===== config.mk =====
export PLATFORM = sky130hd
export DESIGN_NAME = sorted_priority_queue
export DESIGN_NICKNAME = d
export VERILOG_FILES = /design/src/hw/rtl/spq_pkg.sv /design/src/hw/rtl/spq_cell.sv /design/src/hw/rtl/sorted_priority_queue.sv
export VERILOG_INCLUDE_DIRS = /design/src /design/src/hw/rtl
export SDC_FILE = /design/constraint.sdc
export NUM_CORES = 2
export LEC_CHECK = 0
export ABC_CLOCK_PERIOD_IN_PS = 15320
export BUFFER_PORTS_ARGS = -buffer_cell sky130_fd_sc_hd__buf_2
export CAP_MARGIN = 40
export CORE_MARGIN = 3
export CORE_UTILIZATION = 35
export DETAILED_ROUTE_END_ITERATION = 12
export SLEW_MARGIN = 20
export SYNTH_ARGS = -nofsm -noshare
export SYNTH_HDL_FRONTEND = slang
export SYNTH_SLANG_ARGS = --single-unit

===== constraint.sdc =====
create_clock -name clk_i -period 15.32 [get_ports clk_i]
set_clock_uncertainty 0.1 [all_clocks]
set_input_delay 0 -clock clk_i [delete_from_list [all_inputs] [get_ports clk_i]]
set_output_delay 0 -clock clk_i [all_outputs]
set_load 0.03 [all_outputs]

===== src/hw/rtl/sorted_priority_queue_macros.svh =====
// assertion macros for the sorted priority queue
`ifndef SORTED_PRIORITY_QUEUE_MACROS_SVH
`define SORTED_PRIORITY_QUEUE_MACROS_SVH

`ifndef SYNTH
`define SPQ_ASSERT(lbl, prop) \
  lbl: assert property (@(posedge clk_i) disable iff (!rst_ni) (prop)) \
    else $error("sorted priority queue check failed");
`define SPQ_ASSERT_NEXT(lbl, ante, cons) \
  lbl: assert property (@(posedge clk_i) disable iff (!rst_ni) (ante) |=> (cons)) \
    else $error("sorted priority queue check failed");
`else
`define SPQ_ASSERT(lbl, prop)
`define SPQ_ASSERT_NEXT(lbl, ante, cons)
`endif

`endif


===== src/hw/rtl/spq_pkg.sv =====
// package with types and constants of the sorted priority queue
package spq_pkg;

  localparam int unsigned QUEUE_DEPTH = 16;
  localparam int unsigned WORD_W      = 32;
  localparam int unsigned OCC_W       = 5;

  typedef logic signed [WORD_W-1:0] word_t;

  typedef enum logic {
    CMD_INSERT = 1'b0,
    CMD_DELETE = 1'b1
  } cmd_e;

  typedef enum logic [1:0] {
    STATUS_OK        = 2'd0,
    STATUS_UNDERFLOW = 2'd1,
    STATUS_FULL      = 2'd2
  } status_e;

  typedef struct packed {
    cmd_e  cmd;
    word_t value;
    word_t priority_req;
  } in_t;

  typedef struct packed {
    status_e          status;
    word_t            out_value;
    word_t            out_priority;
    logic [OCC_W-1:0] occupancy;
  } out_t;

  typedef struct packed {
    logic  ins;
    logic  del;
    word_t value;
    word_t prio;
  } cell_ctrl_t;

endpackage


===== src/hw/rtl/spq_cell.sv =====
// one queue slot: holds an entry and moves it toward the head or the tail
module spq_cell
  import spq_pkg::*;
(
  input  logic       clk_i,
  input  logic       rst_ni,
  input  cell_ctrl_t ctrl_i,
  input  logic       prev_valid_i,
  input  logic       prev_shift_i,
  input  word_t      prev_value_i,
  input  word_t      prev_prio_i,
  input  logic       next_valid_i,
  input  word_t      next_value_i,
  input  word_t      next_prio_i,
  output logic       valid_o,
  output logic       shift_o,
  output word_t      value_o,
  output word_t      prio_o
);

  logic  valid_q, valid_d;
  word_t value_q, value_d;
  word_t prio_q, prio_d;

  // entry moves one slot toward the tail when the new key is strictly smaller
  assign shift_o = valid_q && (ctrl_i.prio < prio_q);

  always_comb begin
    valid_d = valid_q;
    value_d = value_q;
    prio_d  = prio_q;
    if (ctrl_i.ins) begin
      if (prev_shift_i) begin
        valid_d = 1'b1;
        value_d = prev_value_i;
        prio_d  = prev_prio_i;
      end else if (prev_valid_i && (shift_o || !valid_q)) begin
        valid_d = 1'b1;
        value_d = ctrl_i.value;
        prio_d  = ctrl_i.prio;
      end
    end else if (ctrl_i.del) begin
      valid_d = next_valid_i;
      value_d = next_value_i;
      prio_d  = next_prio_i;
    end
  end

  always_ff @(posedge clk_i or negedge rst_ni) begin
    if (!rst_ni) begin
      valid_q <= 1'b0;
    end else begin
      valid_q <= valid_d;
    end
  end

  always_ff @(posedge clk_i) begin
    value_q <= value_d;
    prio_q  <= prio_d;
  end

  assign valid_o = valid_q;
  assign value_o = value_q;
  assign prio_o  = prio_q;

endmodule


===== src/hw/rtl/sorted_priority_queue.sv =====
// sorted min-priority queue built from a row of shifting slots
// result strobe follows in the cycle after the command transfer
// throughput: one command every cycle, busy stays low; set by the slot row, whose slots all update together
// reset: asynchronous, active low; empties the queue, slot payload is not cleared
// the receiver cannot stall: each result is strobed on done_o for exactly one cycle
`include "sorted_priority_queue_macros.svh"

module sorted_priority_queue
  import spq_pkg::*;
#(
  parameter int unsigned QueueDepth = QUEUE_DEPTH
) (
  input  logic clk_i,
  input  logic rst_ni,
  input  logic start,
  output logic busy,
  input  in_t  in_i,
  output logic done_o,
  output out_t result_o
);

  localparam int unsigned CntW = $clog2(QueueDepth + 1);

  logic [CntW-1:0] count_q, count_d;
  logic            accept, full, empty, do_ins, do_del;
  cell_ctrl_t      ctrl;
  logic            done_q;
  out_t            result_q, result_d;

  logic  [QueueDepth-1:0] valid_vec, shift_vec;
  word_t                  value_arr [QueueDepth];
  word_t                  prio_arr  [QueueDepth];
  logic  [QueueDepth-1:1] order_ok;

  assign busy   = 1'b0;
  assign accept = start && !busy;
  assign full   = (count_q == CntW'(QueueDepth));
  assign empty  = (count_q == '0);
  assign do_ins = accept && (in_i.cmd == CMD_INSERT) && !full;
  assign do_del = accept && (in_i.cmd == CMD_DELETE) && !empty;

  assign ctrl.ins   = do_ins;
  assign ctrl.del   = do_del;
  assign ctrl.value = in_i.value;
  assign ctrl.prio  = in_i.priority_req;

  for (genvar i = 0; i < QueueDepth; i++) begin : g_cell
    logic  prev_valid, prev_shift, next_valid;
    word_t prev_value, prev_prio, next_value, next_prio;

    if (i == 0) begin : g_head
      assign prev_valid = 1'b1;
      assign prev_shift = 1'b0;
      assign prev_value = '0;
      assign prev_prio  = '0;
    end else begin : g_mid
      assign prev_valid = valid_vec[i-1];
      assign prev_shift = shift_vec[i-1];
      assign prev_value = value_arr[i-1];
      assign prev_prio  = prio_arr[i-1];
    end

    if (i == QueueDepth - 1) begin : g_tail
      assign next_valid = 1'b0;
      assign next_value = '0;
      assign next_prio  = '0;
    end else begin : g_body
      assign next_valid = valid_vec[i+1];
      assign next_value = value_arr[i+1];
      assign next_prio  = prio_arr[i+1];
    end

    spq_cell u_cell (
      .clk_i       (clk_i),
      .rst_ni      (rst_ni),
      .ctrl_i      (ctrl),
      .prev_valid_i(prev_valid),
      .prev_shift_i(prev_shift),
      .prev_value_i(prev_value),
      .prev_prio_i (prev_prio),
      .next_valid_i(next_valid),
      .next_value_i(next_value),
      .next_prio_i (next_prio),
      .valid_o     (valid_vec[i]),
      .shift_o     (shift_vec[i]),
      .value_o     (value_arr[i]),
      .prio_o      (prio_arr[i])
    );
  end

  always_comb begin
    count_d = count_q;
    if (do_ins) begin
      count_d = count_q + 1'b1;
    end else if (do_del) begin
      count_d = count_q - 1'b1;
    end
  end

  always_comb begin
    result_d              = '0;
    result_d.status       = STATUS_OK;
    result_d.occupancy    = OCC_W'(count_d);
    if (in_i.cmd == CMD_DELETE) begin
      if (empty) begin
        result_d.status = STATUS_UNDERFLOW;
      end else begin
        result_d.out_value    = value_arr[0];
        result_d.out_priority = prio_arr[0];
      end
    end else if (full) begin
      result_d.status = STATUS_FULL;
    end
  end

  always_ff @(posedge clk_i or negedge rst_ni) begin
    if (!rst_ni) begin
      count_q <= '0;
      done_q  <= 1'b0;
    end else begin
      count_q <= count_d;
      done_q  <= accept;
    end
  end

  always_ff @(posedge clk_i) begin
    if (accept) begin
      result_q <= result_d;
    end
  end

  assign done_o   = done_q;
  assign result_o = result_q;

  // occupied slots form a prefix sorted by priority
  always_comb begin
    for (int i = 1; i < QueueDepth; i++) begin
      order_ok[i] = !valid_vec[i] || (valid_vec[i-1] && (prio_arr[i-1] <= prio_arr[i]));
    end
  end

  `SPQ_ASSERT(a_prefix_sorted, &order_ok)
  `SPQ_ASSERT(a_count_matches, $countones(valid_vec) == 32'(count_q))
  `SPQ_ASSERT_NEXT(a_strobe_follows, accept, done_o)
  `SPQ_ASSERT_NEXT(a_full_drop, do_ins == 1'b0 && accept && in_i.cmd == CMD_INSERT,
                   result_o.status == STATUS_FULL && $stable(count_q))
  `SPQ_ASSERT_NEXT(a_delete_head, do_del, result_o.out_priority == $past(prio_arr[0]))

endmodule

Word-level counts from Yosys, hierarchy flattened
Cells that the tools add are included.
Word-level totals
  flip-flop bits (word level): 1117
  input port bits: 68
  output and inout bits: 73
  word-level logic and storage cells: 371
Operators by class
  add/subtract/negate cells: 2
  order comparisons: 16
  equal/unequal tests: 17
  multiplexer cells: 193
  bitwise gates (word level): 1
  reductions and logical operators: 88
Operator list (count)
  $mux W32: 125
  $lt A32 B32 Y1: 16
  $mux W1: 64
  $ne A3 B1 Y1 const B: 15
  $logic_and A1 B1 Y1: 35
  $reduce_and A2 Y1: 16
  $logic_not A1 Y1: 18
  $logic_or A1 B1 Y1: 16
  $mux W5: 2
  $add A5 B1 Y5 const B: 1
  $eq A5 B5 Y1 const B: 1
  $logic_not A5 Y1: 1
  $sub A5 B1 Y5 const B: 1
  $mux W2: 2
  $ne A2 B1 Y1 const B: 1
  $reduce_bool A2 Y1: 1
  $reduce_or A2 Y1: 1
  $not A1 Y1: 1

Logic depth before layout (Yosys ltp)
  word-level depth: 7
  gate-level depth with buffers: 12
  gate-level depth less buffers: 10

Hierarchy
From an unflattened synthesis, not the netlist that was laid out.
Second synthesis, totals
  cells, all modules: 6625
  area total of the unflattened synthesis: 68469.4 µm²
By module, submodules not included
  spq_cell at g_cell[0].u_cell ...: times used 12, cells an instance 402, area an instance 4081.4 µm²
  spq_cell at g_cell[6].u_cell ...: times used 4, cells an instance 401, area an instance 4103.9 µm²
  sorted_priority_queue: times used 1, cells an instance 197, area an instance 3076.7 µm²

Least setup slack after synthesis
Ideal clock, no wire load.
  path type: flip-flop to flip-flop
  from: reg count_q[0]
  to: reg g_cell[10].u_cell.prio_q[0] (enable)
  setup time: 580 ps
  arrival: 6679 ps
  setup slack: 7960 ps
  cell stages (with the launch flop): 10
  clock period less this slack: 7360 ps
  cells stage by stage: dfrtp_1 inv_1 ha_1 and2_1 a211o_1 buf_2 clkbuf_1 clkbuf_1 clkbuf_1 o31ai_1
On the way
  cells in the longest elaborated chain, start to end: 5
  elaborated cells between the ends (all ways): 9
  classes of those cells: 2 x eq/ne; 7 x reduce/logical
Ends and longest elaborated chain
  start, declared: RTL line sorted_priority_queue.sv:24  | logic [CntW-1:0] count_q, count_d;
  start signal, assigned: RTL line sorted_priority_queue.sv:121  | count_q <= count_d;
  $eq A5 B5 Y1 or $logic_not A5 Y1 (tied branches): RTL line sorted_priority_queue.sv:37, sorted_priority_queue.sv:38
  $logic_not A1 Y1 (on tied branches): RTL line sorted_priority_queue.sv:39, sorted_priority_queue.sv:40
  $logic_and A1 B1 Y1 (on tied branches): RTL line sorted_priority_queue.sv:39, sorted_priority_queue.sv:40
  $ne A3 B1 Y1 (no source line) or $reduce_bool A2 Y1 (tied branches)
  $reduce_and A2 Y1 (no source line) (*)
  end signal, assigned: RTL line spq_cell.sv:59  | prio_q <= prio_d;
  end, declared: RTL line spq_cell.sv:23  | word_t prio_q, prio_d;
Every way passes the cells marked *; elsewhere a longest branch is shown, timed or not.
A chain may end at the register's enable or synchronous reset.

Worst setup path after layout
  from: reg count_q[0]
  to: reg g_cell[8].u_cell.prio_q[10], data pin
On the way
  cells in the longest elaborated chain, start to end: 4
Ends and longest elaborated chain
  $eq A5 B5 Y1: RTL line sorted_priority_queue.sv:37  | assign full = (count_q == CntW'(QueueDepth));
  $logic_not A1 Y1: RTL line sorted_priority_queue.sv:39  | assign do_ins = accept && (in_i.cmd == CMD_INSERT) && !full;
  $logic_and A1 B1 Y1: RTL line sorted_priority_queue.sv:39
  $mux W32: RTL line spq_cell.sv:32  | if (ctrl_i.ins) begin
  named net g_cell[8].u_cell.prio_d[10]: RTL line spq_cell.sv:23
  end signal, assigned: RTL line spq_cell.sv:59
  end, declared: RTL line spq_cell.sv:23
The timed path passes the listed nets, and every way through them passes these cells.

==> impl_metrics.tcl <==
set metrics [dict create \
    critical_path_arrival_ns 5.97 \
    final_cells 9076 \
    finalCritPeriodShare_pct 35.7 \
    chipHeight_um 442 \
    grt_pass1_wl_um 336000 \
    synth_nets 7085 \
    syn-instance-count 6519 \
    critPathLaunchType "register" \
    post-cts-setup-buffers 0 \
    fmax_ghz 0.183 \
    num_rows 159 \
    clockBufferDepth 3 \
    fp.dieW_um 442 \
    dieArea_mm2 0.195 \
    cts_sinks 1117 \
    areaGrowthSynthToFinish_pct 13.0 \
    drc_errors 0 \
    utilization_pct 39.9 \
    crit_top_cell "buf_4" \
    total_power_uw 12800 \
    synth_area_mm2 0.0665 \
    antenna_found_initial 4 \
    io_pins 141 \
    layout.nets 7037 \
    grt_max_degree 101 \
    port_buffers 139 \
    tritoncts "done" \
    dpl.hpwl_um 143000 \
    ant_nets 0 \
    synthDistinctLibCells 66 \
    rsz0062_at_grt "no" \
    wirelength_um 223000 \
    cp_top_family "buffers and inverters" \
    grt_pass1_vias 53000 \
    run_status "finished clean" \
    slew_violations 0 \
    num_vias 54400 \
    drt_iter0_markers 6020 \
    maxCapViolCount 0 \
    fin_crit_ns 5.47 \
    htreeDepth 4 \
    gp_congestion 0.906 \
    clk_pin_slew_ns 0.06 \
    wl_per_cell_um 24.6 \
    grt-ovfl-total 0 \
    p_leak_uw 0.0293 \
    max_slew_margin_pct 37.2 \
    max_slew.worst_pin.slew_ns 0.929 \
    fillCellCount 18100 \
    place_inst 8748 \
    powerDensity_mw_per_mm2 170 \
    viasPerCell 5.99 \
    yosysWarningCount 0 \
    coreArea_mm2 0.188 \
    hold_path_class "input port to register" \
    synth_area_leader_cell "edfxtp_1" \
    hold-worst-slack_ns 0.0622 \
    cts_made_buffers 136 \
    netlist_top_cells_area "edfxtp_1 49%, ha_1 9.4%, nand2_1 4.6%" \
    avgSynthCellArea_um2 10.2 \
    setup_viol 0 \
    crit_chain "inv_1 > ha_1 > and2_1 > a211oi_4 > buf_4 > buf_4 > buf_4 > buf_4 > nand2_1 > o221ai_1" \
    synth_edf_count 1095 \
    track_usage_pct 22.0 \
    mostFrequentLayoutCells "1,095 x edfxtp_1, 823 x nand2_1, 544 x nand3_1, 519 x inv_1, 498 x ha_1" \
    hold_viol 0 \
    synthFlopType "edfxtp_1" \
    slowest_delay_ns 0.76 \
    ys_seq_area_share_pct 50.3 \
    synth_seq_cells 1117 \
    layout_commonest_cell "edfxtp_1" \
    path_class "register to register" \
    cp-end-kind "register" \
    final_layout_size_suffix_gt1_share_pct 7.98 \
    ys_async_sr_fraction_pct 1.97 \
    first_pass_iters 7 \
    worst-path-max-fanout 80 \
    worst_path_max_delay_cell "buf_4" \
    crit_required_ns 15.83 \
    cp.buffers_inverters 5 \
    vdd_drop_max_mv 0.138 \
    synth_top_area_share_pct 49.4 \
    clockRootBuffer "clkbuf_16" \
    clk_latency_ns 0.79 \
    start_util_pct 35.3 \
    setup_tns_ns 0 \
]
[cell type report]
cell class	count	area (um^2)	area share (%)
well taps	2495	3120	4.15
diodes	1	2.50	0.00333
clock buffers	167	3580	4.77
repair buffers	354	3080	4.10
multi-input cells	4340	29200	38.8
flip-flops and latches	1117	33400	44.5
clock inverters	80	811	1.08
inverters	522	1960	2.61
[sequential cells by signal (all words and copies together) (netlist names)]
register and cells:
done_o 1, count_q 5, g_cell.u_cell.value_o 512, g_cell.u_cell.valid_o 16, g_cell.u_cell.prio_o 512, result_o 71
[where the power goes]
group	switching (uW)	internal [uW]	total (uW)
logic	3140	1390	4540
registers	446	4560	5000
clock network	1390	1880	3270
total	4980	7830	12800
[final timing paths]
| check | start | endpoint | slack (ns) | cells past startpoint |
|---|---|---|---|---|
| worst max-delay path | count_q[0] | g_cell[8].u_cell.prio_o[10] | 9.85 | 10 |
| worst min-delay path | in_i[64] | result_o[70] | 0.06 | 3 |
| worst max register to register | count_q[0] | g_cell[8].u_cell.prio_o[10] | 9.85 | 10 |
| worst min register to register | g_cell[15].u_cell.value_o[29] | g_cell[14].u_cell.value_o[29] | 0.42 | 2 |
| max in group asynchronous | rst_ni | g_cell[12].u_cell.valid_o | 14.76 | 4 |
| min in group asynchronous | rst_ni | done_o | 0.17 | 4 |
[logic make-up (layout without fill, tap and decap cells)]
family	count (synthesis)	after routing	share of synthesized area [%]
flops	1117	1117	50.3
simple gates	1797	1797	12.2
xor+xnor	9	9	0.119
compound gates	1763	1763	17.4
mux	272	272	4.17
other cells	1	2	0.00564
fa+ha+maj	498	498	9.37
buf+inv	1062	1123	6.46
[cell usage after synthesis (4+ instances only)]
cell type and n:
edfxtp_1 1095, nand2_1 823, nand3_1 544, inv_1 522, ha_1 498, o21ai_0 417
clkbuf_1 381, a21oi_1 274, mux2i_1 266, a31oi_1 205, o221ai_1 186, nor2_1 182
o211ai_1 176, o311ai_0 156, a22oi_1 105, o21ai_1 84, and2_1 67, nand4_1 63
buf_2 60, a21o_1 43, buf_1 35, a211oi_1 31, clkbuf_2 30, nor2b_1 25
dfrtp_1 22, nand2b_1 20, a2111oi_0 19, buf_6 19, nor3_1 18, and4_1 17
buf_4 15, nor4_1 14, a41oi_1 9, o21a_1 9, a211o_1 8, a221oi_1 7
nor4b_1 7, xnor2_1 7, o22ai_1 5, a31o_2 4, and3_1 4, mux2i_4 4
or4_1 4
[metrics by stage]
step / worst slack (ns) / area (um^2)
3_3_place_gp: 9.51 / 69200
4_1_cts: 9.69 / 74900
2_1_floorplan: 7.96 / 66500
3_5_place_dp: 9.72 / 69800
5_1_grt: 9.48 / 75200
6_report: 9.85 / 75200
[worst reg2reg max path: cells and delay by family, from the launching register on]
kind	cells	cell delay, ns
AND/OR/NAND/NOR	2	0.74
adder cells (fa/ha/maj)	1	0.22
buffers and inverters	5	2.89
flip-flops	1	0.43
AO/OA/AOI/OAI	2	0.91
[per-layer routing]
layer  GRT usage [%]  wire length, um  vias up
li1                -                -    24400
met1            30.1            94800    27000
met2            34.9           102000     2490
met3            3.54            17800      432
met4            8.82             8750        4
met5               0               21        -
[timing repair]
action | in CTS | in global routing
hold buffers | 69 | 0
hold endpoints to repair | 846 | 0
gates resized for setup | 0 | 0
Note: power is estimated with default switching activity, not from simulation.
